[src/rtl/rds_pkg.sv]
// shared constants, register codes and configuration type of the dispersion score block
`timescale 1ns / 1ps
`default_nettype none
package rds_pkg;

	localparam int IN_LANES        = 4;
	localparam int MAX_REP_DEF     = 4;
	localparam int COUNT_BITS_DEF  = 24;

	localparam int RCNT_W   = 3;
	localparam int LIB_W    = 32;
	localparam int GRAND_W  = 34;
	localparam int CUT_W    = 32;
	localparam int SCORE_W  = 32;
	localparam int FRAC_W   = 32;

	localparam int ADDR_W   = 6;
	localparam int DATA_W   = 64;
	localparam int IDX_LSB  = 3;

	localparam int TERM_W   = 71;
	localparam logic [TERM_W-1:0] TERM_CAP = TERM_W'(1) << (TERM_W - 1);
	localparam int ACC_W    = TERM_W + $clog2(IN_LANES);

	localparam int QUO_W    = 64;
	localparam int DIV_STEP = 8;
	localparam int DIV_STG  = QUO_W / DIV_STEP;
	localparam int ROOT_W   = QUO_W / 2;

	localparam int TOP_LAT  = 2;
	localparam int LANE_LAT = TERM_W + 6;
	localparam int FIN_LAT  = 3 + DIV_STG + ROOT_W;
	localparam int TOTAL_LAT = TOP_LAT + LANE_LAT + FIN_LAT;

	localparam logic [RCNT_W-1:0] RCNT_RESET = RCNT_W'(2);
	localparam logic [RCNT_W-1:0] RCNT_MIN   = RCNT_W'(2);

	typedef enum logic [2:0] {
		REG_RCNT   = 3'd0,
		REG_LIB0   = 3'd1,
		REG_LIB1   = 3'd2,
		REG_LIB2   = 3'd3,
		REG_LIB3   = 3'd4,
		REG_GRAND  = 3'd5,
		REG_CUTOFF = 3'd6
	} reg_idx_t;

	typedef struct packed {
		logic [RCNT_W-1:0]               rcnt;
		logic [IN_LANES-1:0][LIB_W-1:0] lib;
		logic [GRAND_W-1:0]              grand;
		logic [CUT_W-1:0]                cutoff;
	} cfg_t;

endpackage
`default_nettype wire

[src/rtl/rds_cfg.sv]
// configuration register file behind the apb port
`timescale 1ns / 1ps
`default_nettype none
module rds_cfg (
	input  wire logic                         clk,
	input  wire logic                         arst_n,
	input  wire logic                         psel,
	input  wire logic                         penable,
	input  wire logic                         pwrite,
	input  wire logic [rds_pkg::ADDR_W-1:0]   paddr,
	input  wire logic [rds_pkg::DATA_W-1:0]   pwdata,
	output logic      [rds_pkg::DATA_W-1:0]   prdata,
	output logic                              pready,
	output rds_pkg::cfg_t                     cfg
);

	rds_pkg::cfg_t     cfg_q;
	rds_pkg::reg_idx_t idx;
	logic              wr;

	assign idx    = rds_pkg::reg_idx_t'(paddr[rds_pkg::ADDR_W-1:rds_pkg::IDX_LSB]);
	assign wr     = psel & penable & pwrite;
	assign pready = 1'b1;
	assign cfg    = cfg_q;

	always_ff @(posedge clk or negedge arst_n) begin
		if (!arst_n) begin
			cfg_q.rcnt   <= rds_pkg::RCNT_RESET;
			cfg_q.lib    <= '0;
			cfg_q.grand  <= '0;
			cfg_q.cutoff <= '1;
		end else if (wr) begin
			case (idx)
				rds_pkg::REG_RCNT:   cfg_q.rcnt   <= pwdata[rds_pkg::RCNT_W-1:0];
				rds_pkg::REG_LIB0:   cfg_q.lib[0] <= pwdata[rds_pkg::LIB_W-1:0];
				rds_pkg::REG_LIB1:   cfg_q.lib[1] <= pwdata[rds_pkg::LIB_W-1:0];
				rds_pkg::REG_LIB2:   cfg_q.lib[2] <= pwdata[rds_pkg::LIB_W-1:0];
				rds_pkg::REG_LIB3:   cfg_q.lib[3] <= pwdata[rds_pkg::LIB_W-1:0];
				rds_pkg::REG_GRAND:  cfg_q.grand  <= pwdata[rds_pkg::GRAND_W-1:0];
				rds_pkg::REG_CUTOFF: cfg_q.cutoff <= pwdata[rds_pkg::CUT_W-1:0];
				default: ;
			endcase
		end
	end

	always_comb begin
		case (idx)
			rds_pkg::REG_RCNT:   prdata = rds_pkg::DATA_W'(cfg_q.rcnt);
			rds_pkg::REG_LIB0:   prdata = rds_pkg::DATA_W'(cfg_q.lib[0]);
			rds_pkg::REG_LIB1:   prdata = rds_pkg::DATA_W'(cfg_q.lib[1]);
			rds_pkg::REG_LIB2:   prdata = rds_pkg::DATA_W'(cfg_q.lib[2]);
			rds_pkg::REG_LIB3:   prdata = rds_pkg::DATA_W'(cfg_q.lib[3]);
			rds_pkg::REG_GRAND:  prdata = rds_pkg::DATA_W'(cfg_q.grand);
			rds_pkg::REG_CUTOFF: prdata = rds_pkg::DATA_W'(cfg_q.cutoff);
			default:             prdata = '0;
		endcase
	end

endmodule
`default_nettype wire

[config.mk]
export PLATFORM = sky130hd
export DESIGN_NAME = rds_cfg
export DESIGN_NICKNAME = d
export VERILOG_FILES = /design/src/rtl/rds_pkg.sv /design/src/rtl/rds_cfg.sv
export SDC_FILE = /design/constraint.sdc
export NUM_CORES = 1
export LEC_CHECK = 0
export BUFFER_PORTS_ARGS = -buffer_cell sky130_fd_sc_hd__buf_4
export CAP_MARGIN = 30
export CORE_MARGIN = 2
export CORE_UTILIZATION = 54
export CTS_CLUSTER_SIZE = 30
export DETAILED_ROUTE_END_ITERATION = 12
export GPL_ROUTABILITY_DRIVEN = 0
export PLACE_DENSITY = 0.84
export SLEW_MARGIN = 30
export SYNTH_ARGS = -nofsm -noshare
export SYNTH_HDL_FRONTEND = slang
export SYNTH_SLANG_ARGS = --single-unit
[constraint.sdc]
create_clock -name clk -period 2.75 [get_ports clk]
set_input_delay 0.55 -clock clk [delete_from_list [all_inputs] [get_ports clk]]
set_output_delay 0.55 -clock clk [all_outputs]
set_load 0.01 [all_outputs]
==> run_results.csv <==
group,metric,value,unit
outcome,status,"completed",
placement,post-dp-hpwl,18.3,mm
layout,mostFrequentLayoutCell,"buf_4",
layout,mostFrequentLayoutCells,"buf_4 (295), mux2_2 (219), dfrtp_1 (164)",
clock_network,numCtsBuffers,17,
critical_path,crit_top_cell,"buf_4",
synth,syn_inst,672,
layout,area_growth_syn_to_layout,31.5,%
detailed_routing,drt_iter0_drc,347,
clock_network,htreeDepth,4,
floorplanning,fp-row-count,47,
critical_path,critPathArrivalTime,2.05,ns
critical_path,worst-setup-path-type,"input pin to primary output",
critical_path,rrSetupSlack,1.90,ns
timing,tightest_slew,0.712,ns
global_route,grt_usage,29.8,%
synth,synth_top_area_cell,"dfrtp_1",
critical_path,cp_data_required_time,2.20,ns
layout,layout-drive-gt1-share,63.0,%
critical_path,end_kind,"primary output",
pwr,power.leakage,5.81,nW
floorplanning,boundaryPins,337,
layout,final_area,12100,um2
critical_path,r2r_start,"cfg[89]",
floorplanning,die-area,18200,um2
global_route,grt_max_degree,64,
synth,synth.area.top_cells,"dfrtp_1 (44%), mux2_2 (27%), dfstp_2 (9.4%), buf_4 (3.3%), mux2i_1 (2.9%)",
placement,portBuffers,272,
timing,report.final.hold_viol_count,0,
clock_network,clkSlewWorstSetupHoldPaths,0.07,ns
floorplanning,die_h,135,um
timing,skew,0,ns
detailed_routing,routed_wl,26.7,mm
layout,finish.utilization,73.0,%
critical_path,rr_endpoint,"cfg[89]",
synth,ys_ff_latch,197,
timing,rsz0062_at_grt,"false",
timing,max_clock_freq,384,MHz
synth,yosys.area.top_type_share,44.4,%
synth,synth.avg_cell_area,13.7,um2
clock_network,root_buffer,"clkbuf_16",
critical_path,cp_slowest_cell,"and3b_1",
clock_network,post-cts-setup-buffer-count,0,
floorplanning,die_w,135,um
detailed_routing,wl_per_cell,22.7,um
synth,syn_area,9240,um2
floorplanning,start_util,55.5,%
run,maxCapViolations,0,
timing,final.period_utilization,94.7,%
layout,final_nets,1019,
floorplanning,core-area,16600,um2
pwr,ir_worst_vdd,0.432,mV
clock_network,cts_resized,0,
detailed_routing,ant_nets,0,
critical_path,critPathMaxStageDelay,0.58,ns
clock_network,cts_tree,"done",
global_route,antenna_found_initial,0,
critical_path,worstPathCellList,"buf_4 > buf_12 > and3b_1 > a22oi_1 > o211ai_1 > buf_4",
critical_path,cp-start-kind,"input pin",
timing,fin_tns_setup,0,ns
global_route,overflow,0,
synth,ys_warn_count,0,
timing,relSlewSlack,52.3,%
global_route,grt_pass1_wl,41.1,mm
pwr,power_density,751,nW/um2
detailed_routing,viasPerCell,5.80,
synth,synth_cell_type_count,33,
worst_hold_path,hold_path.class,"input pin to asynchronous set/reset pin",
timing,period_needed,2.60,ns
timing,final_max_slew_viol_count,0,
clock_network,holdBufCountCts,0,
timing,setup_violations,0,
layout,num_antenna_cells,0,
synth,ys_seq_area_share,53.8,%
detailed_routing,drc,0,
global_route,grt_pass1_vias,7067,
placement,place_area,11500,um2
clock_network,clk_latency,0.43,ns
detailed_routing,vias,6828,
clock_network,cts.sinks,197,
critical_path,crit_fanout,50,
detailed_routing,drtPass1Iterations,5,
clock_network,cts_buffer_depth,2,
critical_path,ff2ff_path_depth,1,
layout,largest_register_ff_count,197,
[cell type report]
type | count | area (um2)
Fill cell | 1159 | 4500
Clock buffer | 22 | 484
Multi-Input combinational cell | 426 | 3940
Timing Repair Buffer | 302 | 2350
Clock inverter | 10 | 120
Tap cell | 220 | 275
Sequential cell | 197 | 4970
[critical path: cells and delay by family]
family	cells	cell delay, ns
buf+inv	3	0.55
simple gates	1	0.58
compound gates	2	0.34
[metrics by stage]
step | hold slack, ns | instances | worst slack [ns] | total power [W]
after global routing | 0.100 | 1177 | 0.0708 | 0.00954
after global placement | 0.495 | 1145 | 0.0130 | 0.00655
after detailed placement | 0.512 | 1145 | 0.0873 | 0.00664
final | 0.0814 | 1177 | 0.146 | 0.00912
after CTS | 0.0801 | 1177 | 0.141 | 0.00917
after floorplan | 0.254 | 701 | 0.561 | 0.00517
[worst max path at each step]
| stage | start | end | slack [ns] | depth (start not counted) |
|---|---|---|---|---|
| after floorplan | paddr[3] | prdata[16] | 0.56 | 6 |
| after global placement | paddr[4] | prdata[16] | 0.01 | 5 |
| after detailed placement | paddr[3] | prdata[0] | 0.09 | 6 |
| after CTS | paddr[3] | prdata[0] | 0.14 | 6 |
| after global routing | paddr[3] | prdata[0] | 0.07 | 6 |
| final | paddr[3] | prdata[0] | 0.15 | 6 |
[Yosys cell counts]
cell type and instances:
mux2_2 219, dfrtp_1 164, buf_4 41, dfstp_2 33, mux2i_1 27, buf_2 22
nand2_1 19, a221oi_1 18, a22oi_1 18, a21oi_1 12, clkbuf_1 12, o211ai_1 10
a2bb2oi_1 9, a31oi_1 7, mux2_1 7, or2_2 7, nor2b_1 6, nand3b_1 5
o21a_1 5, and2_1 4, nor2_1 4, buf_1 3, nand2b_1 3, o221ai_1 3
a32oi_1 2, and3b_1 2, conb_1 2, nor2_2 2, or3_1 2, mux4_2 1
nand4_1 1, nand4b_1 1, nor3b_1 1
[routing by layer]
metal  routed length (um)  vias up  global-route usage [%]
met1                10700     3500                    38.7
met2                13200      324                    49.0
met4                  641        0                    10.8
met3                 2110       48                    7.36
li1                     -     2956                       -
met5                    0        -                       0
[report_power, final]
group,switching [W],leakage [nW],internal (W)
clock network,0.00108,0.293,0.00144
logic,0.00113,3.08,0.00145
registers,0.000479,2.44,0.00354
total,0.00269,5.81,0.00643
[cells by family after synthesis]
family,after synthesis,synth area share (%)
AO/OA/AOI/OAI,84,6.84
buffers and inverters,78,5.13
flip-flops,197,53.8
multiplexers,254,30.7
other,2,0.0813
AND/OR/NAND/NOR,57,3.40
Note: power is estimated with default switching activity, not from simulation.
