$ cat src/rtl/rds_pkg.sv
// shared constants, register codes and configuration type of the dispersion score block
`timescale 1ns / 1ps
`default_nettype none
package rds_pkg;

	localparam int IN_LANES        = 4;
	localparam int MAX_REP_DEF     = 4;
	localparam int COUNT_BITS_DEF  = 24;

	localparam int RCNT_W   = 3;
	localparam int LIB_W    = 32;
	localparam int GRAND_W  = 34;
	localparam int CUT_W    = 32;
	localparam int SCORE_W  = 32;
	localparam int FRAC_W   = 32;

	localparam int ADDR_W   = 6;
	localparam int DATA_W   = 64;
	localparam int IDX_LSB  = 3;

	localparam int TERM_W   = 71;
	localparam logic [TERM_W-1:0] TERM_CAP = TERM_W'(1) << (TERM_W - 1);
	localparam int ACC_W    = TERM_W + $clog2(IN_LANES);

	localparam int QUO_W    = 64;
	localparam int DIV_STEP = 8;
	localparam int DIV_STG  = QUO_W / DIV_STEP;
	localparam int ROOT_W   = QUO_W / 2;

	localparam int TOP_LAT  = 2;
	localparam int LANE_LAT = TERM_W + 6;
	localparam int FIN_LAT  = 3 + DIV_STG + ROOT_W;
	localparam int TOTAL_LAT = TOP_LAT + LANE_LAT + FIN_LAT;

	localparam logic [RCNT_W-1:0] RCNT_RESET = RCNT_W'(2);
	localparam logic [RCNT_W-1:0] RCNT_MIN   = RCNT_W'(2);

	typedef enum logic [2:0] {
		REG_RCNT   = 3'd0,
		REG_LIB0   = 3'd1,
		REG_LIB1   = 3'd2,
		REG_LIB2   = 3'd3,
		REG_LIB3   = 3'd4,
		REG_GRAND  = 3'd5,
		REG_CUTOFF = 3'd6
	} reg_idx_t;

	typedef struct packed {
		logic [RCNT_W-1:0]               rcnt;
		logic [IN_LANES-1:0][LIB_W-1:0] lib;
		logic [GRAND_W-1:0]              grand;
		logic [CUT_W-1:0]                cutoff;
	} cfg_t;

endpackage
`default_nettype wire

$ cat src/rtl/rds_fin.sv
// lane sum, division by replicates minus one, square root and cutoff compare
`timescale 1ns / 1ps
`default_nettype none
module rds_fin (
	input  wire logic                                              clk,
	input  wire logic                                              arst_n,
	input  wire logic                                              vld_i,
	input  wire logic [rds_pkg::IN_LANES-1:0][rds_pkg::TERM_W-1:0] term_i,
	input  wire logic [rds_pkg::IN_LANES-1:0]                      zf_i,
	input  wire logic [rds_pkg::RCNT_W-1:0]                        nm1_i,
	input  wire logic [rds_pkg::CUT_W-1:0]                         cutoff_i,
	output logic                                                   done,
	output logic      [rds_pkg::SCORE_W-1:0]                       score,
	output logic                                                   exceeds_cutoff,
	output logic                                                   zero_estimate
);

	localparam int AW  = rds_pkg::ACC_W;
	localparam int QW  = rds_pkg::QUO_W;
	localparam int NW  = rds_pkg::RCNT_W;
	localparam int DS  = rds_pkg::DIV_STG;
	localparam int STP = rds_pkg::DIV_STEP;
	localparam int RW  = rds_pkg::ROOT_W;
	localparam int MW  = RW + 2;

	logic [AW-1:0]        acc;
	logic [AW-1:0]        acc_s1;
	logic                 zero_s1;
	logic                 vld_s1;

	logic [DS:0][NW-1:0]  dr_s;
	logic [DS:0][QW-1:0]  dq_s;
	logic [DS:0]          dvld_s;
	logic [DS:0]          dsat_s;
	logic [DS:0]          dzero_s;

	logic [RW:0][MW-1:0]  rm_s;
	logic [RW:0][RW-1:0]  rt_s;
	logic [RW:0][QW-1:0]  rv_s;
	logic [RW:0]          rvld_s;
	logic [RW:0]          rsat_s;
	logic [RW:0]          rzero_s;

	logic [rds_pkg::SCORE_W-1:0] fin_score;

	always_comb begin
		acc = '0;
		for (int i = 0; i < rds_pkg::IN_LANES; i++) begin
			acc = acc + AW'(term_i[i]);
		end
	end

	always_ff @(posedge clk or negedge arst_n) begin
		if (!arst_n) begin
			vld_s1    <= 1'b0;
			dvld_s[0] <= 1'b0;
		end else begin
			vld_s1    <= vld_i;
			dvld_s[0] <= vld_s1;
		end
	end

	always_ff @(posedge clk) begin
		acc_s1     <= acc;
		zero_s1    <= |zf_i;
		dr_s[0]    <= NW'(acc_s1[AW-1:QW]);
		dq_s[0]    <= acc_s1[QW-1:0];
		dsat_s[0]  <= zero_s1 | (acc_s1 >= (AW'(nm1_i) << QW));
		dzero_s[0] <= zero_s1;
	end

	for (genvar j = 0; j < DS; j++) begin : g_div
		logic [NW-1:0] r;
		logic [QW-1:0] q;
		logic [NW:0]   rs;

		always_comb begin
			r  = dr_s[j];
			q  = dq_s[j];
			rs = '0;
			for (int b = 0; b < STP; b++) begin
				rs = {r, q[QW-1]};
				if (rs >= {1'b0, nm1_i}) begin
					rs = rs - {1'b0, nm1_i};
					q  = {q[QW-2:0], 1'b1};
				end else begin
					q  = {q[QW-2:0], 1'b0};
				end
				r = rs[NW-1:0];
			end
		end

		always_ff @(posedge clk or negedge arst_n) begin
			if (!arst_n) begin
				dvld_s[j+1] <= 1'b0;
			end else begin
				dvld_s[j+1] <= dvld_s[j];
			end
		end

		always_ff @(posedge clk) begin
			dr_s[j+1]    <= r;
			dq_s[j+1]    <= q;
			dsat_s[j+1]  <= dsat_s[j];
			dzero_s[j+1] <= dzero_s[j];
		end
	end

	assign rm_s[0]    = '0;
	assign rt_s[0]    = '0;
	assign rv_s[0]    = dq_s[DS];
	assign rvld_s[0]  = dvld_s[DS];
	assign rsat_s[0]  = dsat_s[DS];
	assign rzero_s[0] = dzero_s[DS];

	// digit-by-digit square root, one root bit per stage
	for (genvar k = 0; k < RW; k++) begin : g_sqrt
		logic [MW+1:0] tmp;
		logic [MW+1:0] trial;
		logic          ge;
		logic [MW+1:0] diff;

		assign tmp   = {rm_s[k], rv_s[k][QW-1:QW-2]};
		assign trial = (MW+2)'({rt_s[k], 2'b01});
		assign ge    = tmp >= trial;
		assign diff  = tmp - trial;

		always_ff @(posedge clk or negedge arst_n) begin
			if (!arst_n) begin
				rvld_s[k+1] <= 1'b0;
			end else begin
				rvld_s[k+1] <= rvld_s[k];
			end
		end

		always_ff @(posedge clk) begin
			rm_s[k+1]    <= ge ? diff[MW-1:0] : tmp[MW-1:0];
			rt_s[k+1]    <= {rt_s[k][RW-2:0], ge};
			rv_s[k+1]    <= {rv_s[k][QW-3:0], 2'b00};
			rsat_s[k+1]  <= rsat_s[k];
			rzero_s[k+1] <= rzero_s[k];
		end
	end

	assign fin_score = rsat_s[RW] ? '1 : rt_s[RW];

	always_ff @(posedge clk or negedge arst_n) begin
		if (!arst_n) begin
			done <= 1'b0;
		end else begin
			done <= rvld_s[RW];
		end
	end

	always_ff @(posedge clk) begin
		score          <= fin_score;
		exceeds_cutoff <= fin_score > cutoff_i;
		zero_estimate  <= rzero_s[RW];
	end

endmodule
`default_nettype wire

$ cat config.mk
export PLATFORM = sky130hd
export DESIGN_NAME = rds_fin
export DESIGN_NICKNAME = d
export VERILOG_FILES = /design/src/rtl/rds_pkg.sv /design/src/rtl/rds_fin.sv
export SDC_FILE = /design/constraint.sdc
export NUM_CORES = 2
export LEC_CHECK = 0
export BUFFER_PORTS_ARGS = -buffer_cell sky130_fd_sc_hd__buf_2
export CORE_UTILIZATION = 34
export CTS_BUF_LIST = sky130_fd_sc_hd__clkbuf_2
export DETAILED_ROUTE_END_ITERATION = 7
export SYNTH_ARGS = -nofsm -noshare
export SYNTH_HDL_FRONTEND = slang
export SYNTH_SLANG_ARGS = --single-unit
$ cat constraint.sdc
create_clock -name clk -period 11.45 [get_ports clk]
set_input_delay 1.145 -clock clk [delete_from_list [all_inputs] [get_ports clk]]
set_output_delay 1.145 -clock clk [all_outputs]
set_load 0.02 [all_outputs]
==> impl_metrics.toml <==
[outcome]
status = "finished clean"

[grt]
grt_pass1_wl_um = 418000
grt-ovfl-total = 0
grt_start_max_net_pins = 57
grt_pass1_vias = 83600
antenna_found_initial = 29
track_usage = 0.140

[pwr]
switchingPower_mw = 18.5
p_sw_frac = 0.380
intPower_mw = 30.2
combPwrFrac = 0.461
pwr-share-seq = 0.381
p_per_area_nw_per_um2 = 340
clockPowerShare = 0.157
ir_drop_uv = 463
power_mw = 48.7
power.leakage_nw = 68.0

[yosys]
avgSynthCellArea_um2 = 10.7
ys_seq_elements = 3356
syn_area_um2 = 124000
ys_types = 102
async_flop_share = 0.0128
synth-edff-count = 0
ys.flop_type = "dfxtp_1"
ys_seq_area_frac = 0.544
ys_warn_count = 0
synth_cells = 11600
syn_nets = 13000

[routing]
drc = 0
first_pass_iters = 5
antenna_left = 0
drt_iter0_markers = 3423
wire_per_inst_um = 14.0
vias = 83000
vias_per_cell = 4.47
totalWireLength_um = 260000

[layout]
mostFrequentLayoutCell = "dfxtp_1"
area_delta_synth_final_pct = 15.8
drive_gt1_frac = 0.149
final_nets = 14500
layout.cells.most_common_list = "dfxtp_1 (3313), clkbuf_2 (1179), inv_1 (985)"

[sta]
rsz0062_at_grt = "no"
fmax_mhz = 92.1
drv_slew = 0
worst_pin_slew_ns = 1.27
hold_viol = 0
finalSetupViolations = 0
final.min_clock_period_ns = 10.86
period_share = 0.948
maxSlewHeadroom = 0.147
skew_ns = 0.235
tns_ns = 0

[floorplan]
boundaryPins = 361
rows = 221
fp.dieH_um = 606
core_um2 = 363000
start_util = 0.342
die-area_um2 = 367000
die_w_um = 606

[clock_tree]
h-tree-depth = 6
clock_path_buffers = 4
cts_sinks = 3356
clk_pin_slew_ns = 0.10
cts_made_buffers = 833
cts_tree = "yes"
root_buffer = "clkbuf_2"
clock_latency_ns = 2.05

[hold_path]
whs_endpoint = "g_sqrt[21].trial[14]$_DFF_P_"
min_path_cells = 0
min_from = "g_sqrt[20].trial[13]$_DFF_P_"
hold_class = "reg -> reg"

[critical_path]
critPathRequiredTime_ns = 13.36
slowest_stage = "dlygate4sd3_1"
ff2ff_path_depth = 56
path_class = "reg -> reg"
r2r-end = "dr_s[20]$_DFF_P_"
cpPeakStageDelay_ns = 0.59
reg2reg_from = "dq_s[383]$_DFF_P_"
rrSetupSlack_ns = 0.59
crit_path_end_kind = "flop"
arrival_ns = 12.76
start_kind = "flop"
path_max_fanout = 5
worst_path_most_repeated_cell = "a21oi_2"

[place]
port_buffers = 360
place_congestion = 0.962
dp_hpwl_um = 195000

[run]
max-cap-violations = 0
[per-stage QoR]
stage	utilization	setup WS, ns	instances	hold slack, ns	instance area, µm²
3_5_place_dp	0.364	-0.176	16700	0.312	132000
5_1_grt	0.395	0.0474	18500	0.175	143000
6_report	0.396	0.594	18500	0.181	143000
2_1_floorplan	-	-0.305	11600	0.310	124000
4_1_cts	0.395	0.199	18500	0.0244	143000
3_3_place_gp	0.364	-0.105	16700	0.310	132000
[final cells by class]
type                       instances  area [µm²]
inverter                         995        3740
clock inverter                   278        1590
timing repair buffer             798        6110
multi-input combinational       7124       52600
tap                             4794        6000
fill                           35900      219000
clock buffer                    1179        5900
antenna                           22        55.1
sequential                      3356       67400
[registers in the layout (all words and copies together) (netlist names)]
name / cells
acc_s1: 73
done: 1
dq_s: 576
dr_s: 24
dsat_s: 9
dvld_s: 9
dzero_s: 9
exceeds_cutoff: 1
g_sqrt.tmp: 1065
g_sqrt.trial: 496
rsat_s: 32
rt_s: 32
rv_s: 930
rvld_s: 32
rzero_s: 32
score: 32
vld_s1: 1
zero_estimate: 1
zero_s1: 1
[logic make-up (layout without fill, tap and decap cells)]
group | after synthesis | in the layout | synth area share
buffers and inverters | 1142 | 3250 | 0.0348
and+or+nand+nor | 2788 | 2788 | 0.110
muxes | 171 | 171 | 0.0151
adders and majority gates | 1066 | 1066 | 0.120
DFF | 3356 | 3356 | 0.544
other | 1 | 23 | 0.0000303
xor gates and xnor gates | 913 | 913 | 0.0646
AOI/OAI and AO/OA | 2185 | 2185 | 0.111
[power by group through the flow]
stage | combinational [mW] | sequential [mW] | clock, mW
after floorplan | 17.8 | 18.0 | 0
after global routing | 25.3 | 19.1 | 8.80
after CTS | 22.6 | 18.6 | 8.17
final | 22.5 | 18.6 | 7.67
after global placement | 21.6 | 18.9 | 0
after detailed placement | 21.9 | 18.9 | 0
[how the worst max path moves through the flow]
stage / cells after the start / slack, ns / end / from
after floorplan: 54 / -0.31 / dr_s[19]$_DFF_P_ / nm1_i[1]
after global placement: 50 / -0.11 / dr_s[5]$_DFF_P_ / nm1_i[0]
after detailed placement: 50 / -0.18 / dr_s[5]$_DFF_P_ / nm1_i[0]
after CTS: 54 / 0.20 / dr_s[20]$_DFF_P_ / dq_s[383]$_DFF_P_
after global routing: 58 / 0.05 / dr_s[20]$_DFF_P_ / dq_s[383]$_DFF_P_
final: 56 / 0.59 / dr_s[20]$_DFF_P_ / dq_s[383]$_DFF_P_
[worst max-delay path: cells and delay by family, from the launching register on]
family | cells | cell delay [ns]
simple gates | 10 | 1.31
flops | 1 | 0.32
compound gates | 25 | 4.30
buf+inv | 8 | 1.27
fa+ha+maj | 9 | 2.62
mux | 4 | 1.00
[Yosys cell counts (all sizes together) (92+ instances only)]
cell / number / share of area
clkbuf: 133 / 0.0040
inv: 995 / 0.030
fa: 205 / 0.033
or3: 96 / 0.0049
mux2: 93 / 0.0085
o21a: 138 / 0.0084
xnor2: 470 / 0.033
or2: 92 / 0.0047
nor4: 133 / 0.0067
nor2: 659 / 0.020
nor3: 250 / 0.010
a21oi: 690 / 0.028
nand4: 115 / 0.0058
nand2b: 173 / 0.0087
nand3: 164 / 0.0066
a21o: 258 / 0.016
nand2: 773 / 0.023
ha: 861 / 0.087
o21ai: 548 / 0.022
xor2: 443 / 0.031
nor2b: 93 / 0.0047
dfxtp: 3313 / 0.54
[metal layers]
metal	vias up	GRT usage	share of wire
met1	37800	0.160	0.43
li1	42900	-	-
met5	-	0	0.00029
met2	1741	0.245	0.48
met4	10	0.0671	0.040
met3	524	0.0309	0.049
[what timing repair did]
item / 4_1_cts / 5_1_grt
gates resized for setup: 0 / 3
setup buffers: 0 / 0
hold buffers: 373 / 0
endpoints found under the setup margin: 0 / 4
hold endpoints to repair: 196 / 0
Note: power is estimated with default switching activity, not from simulation.
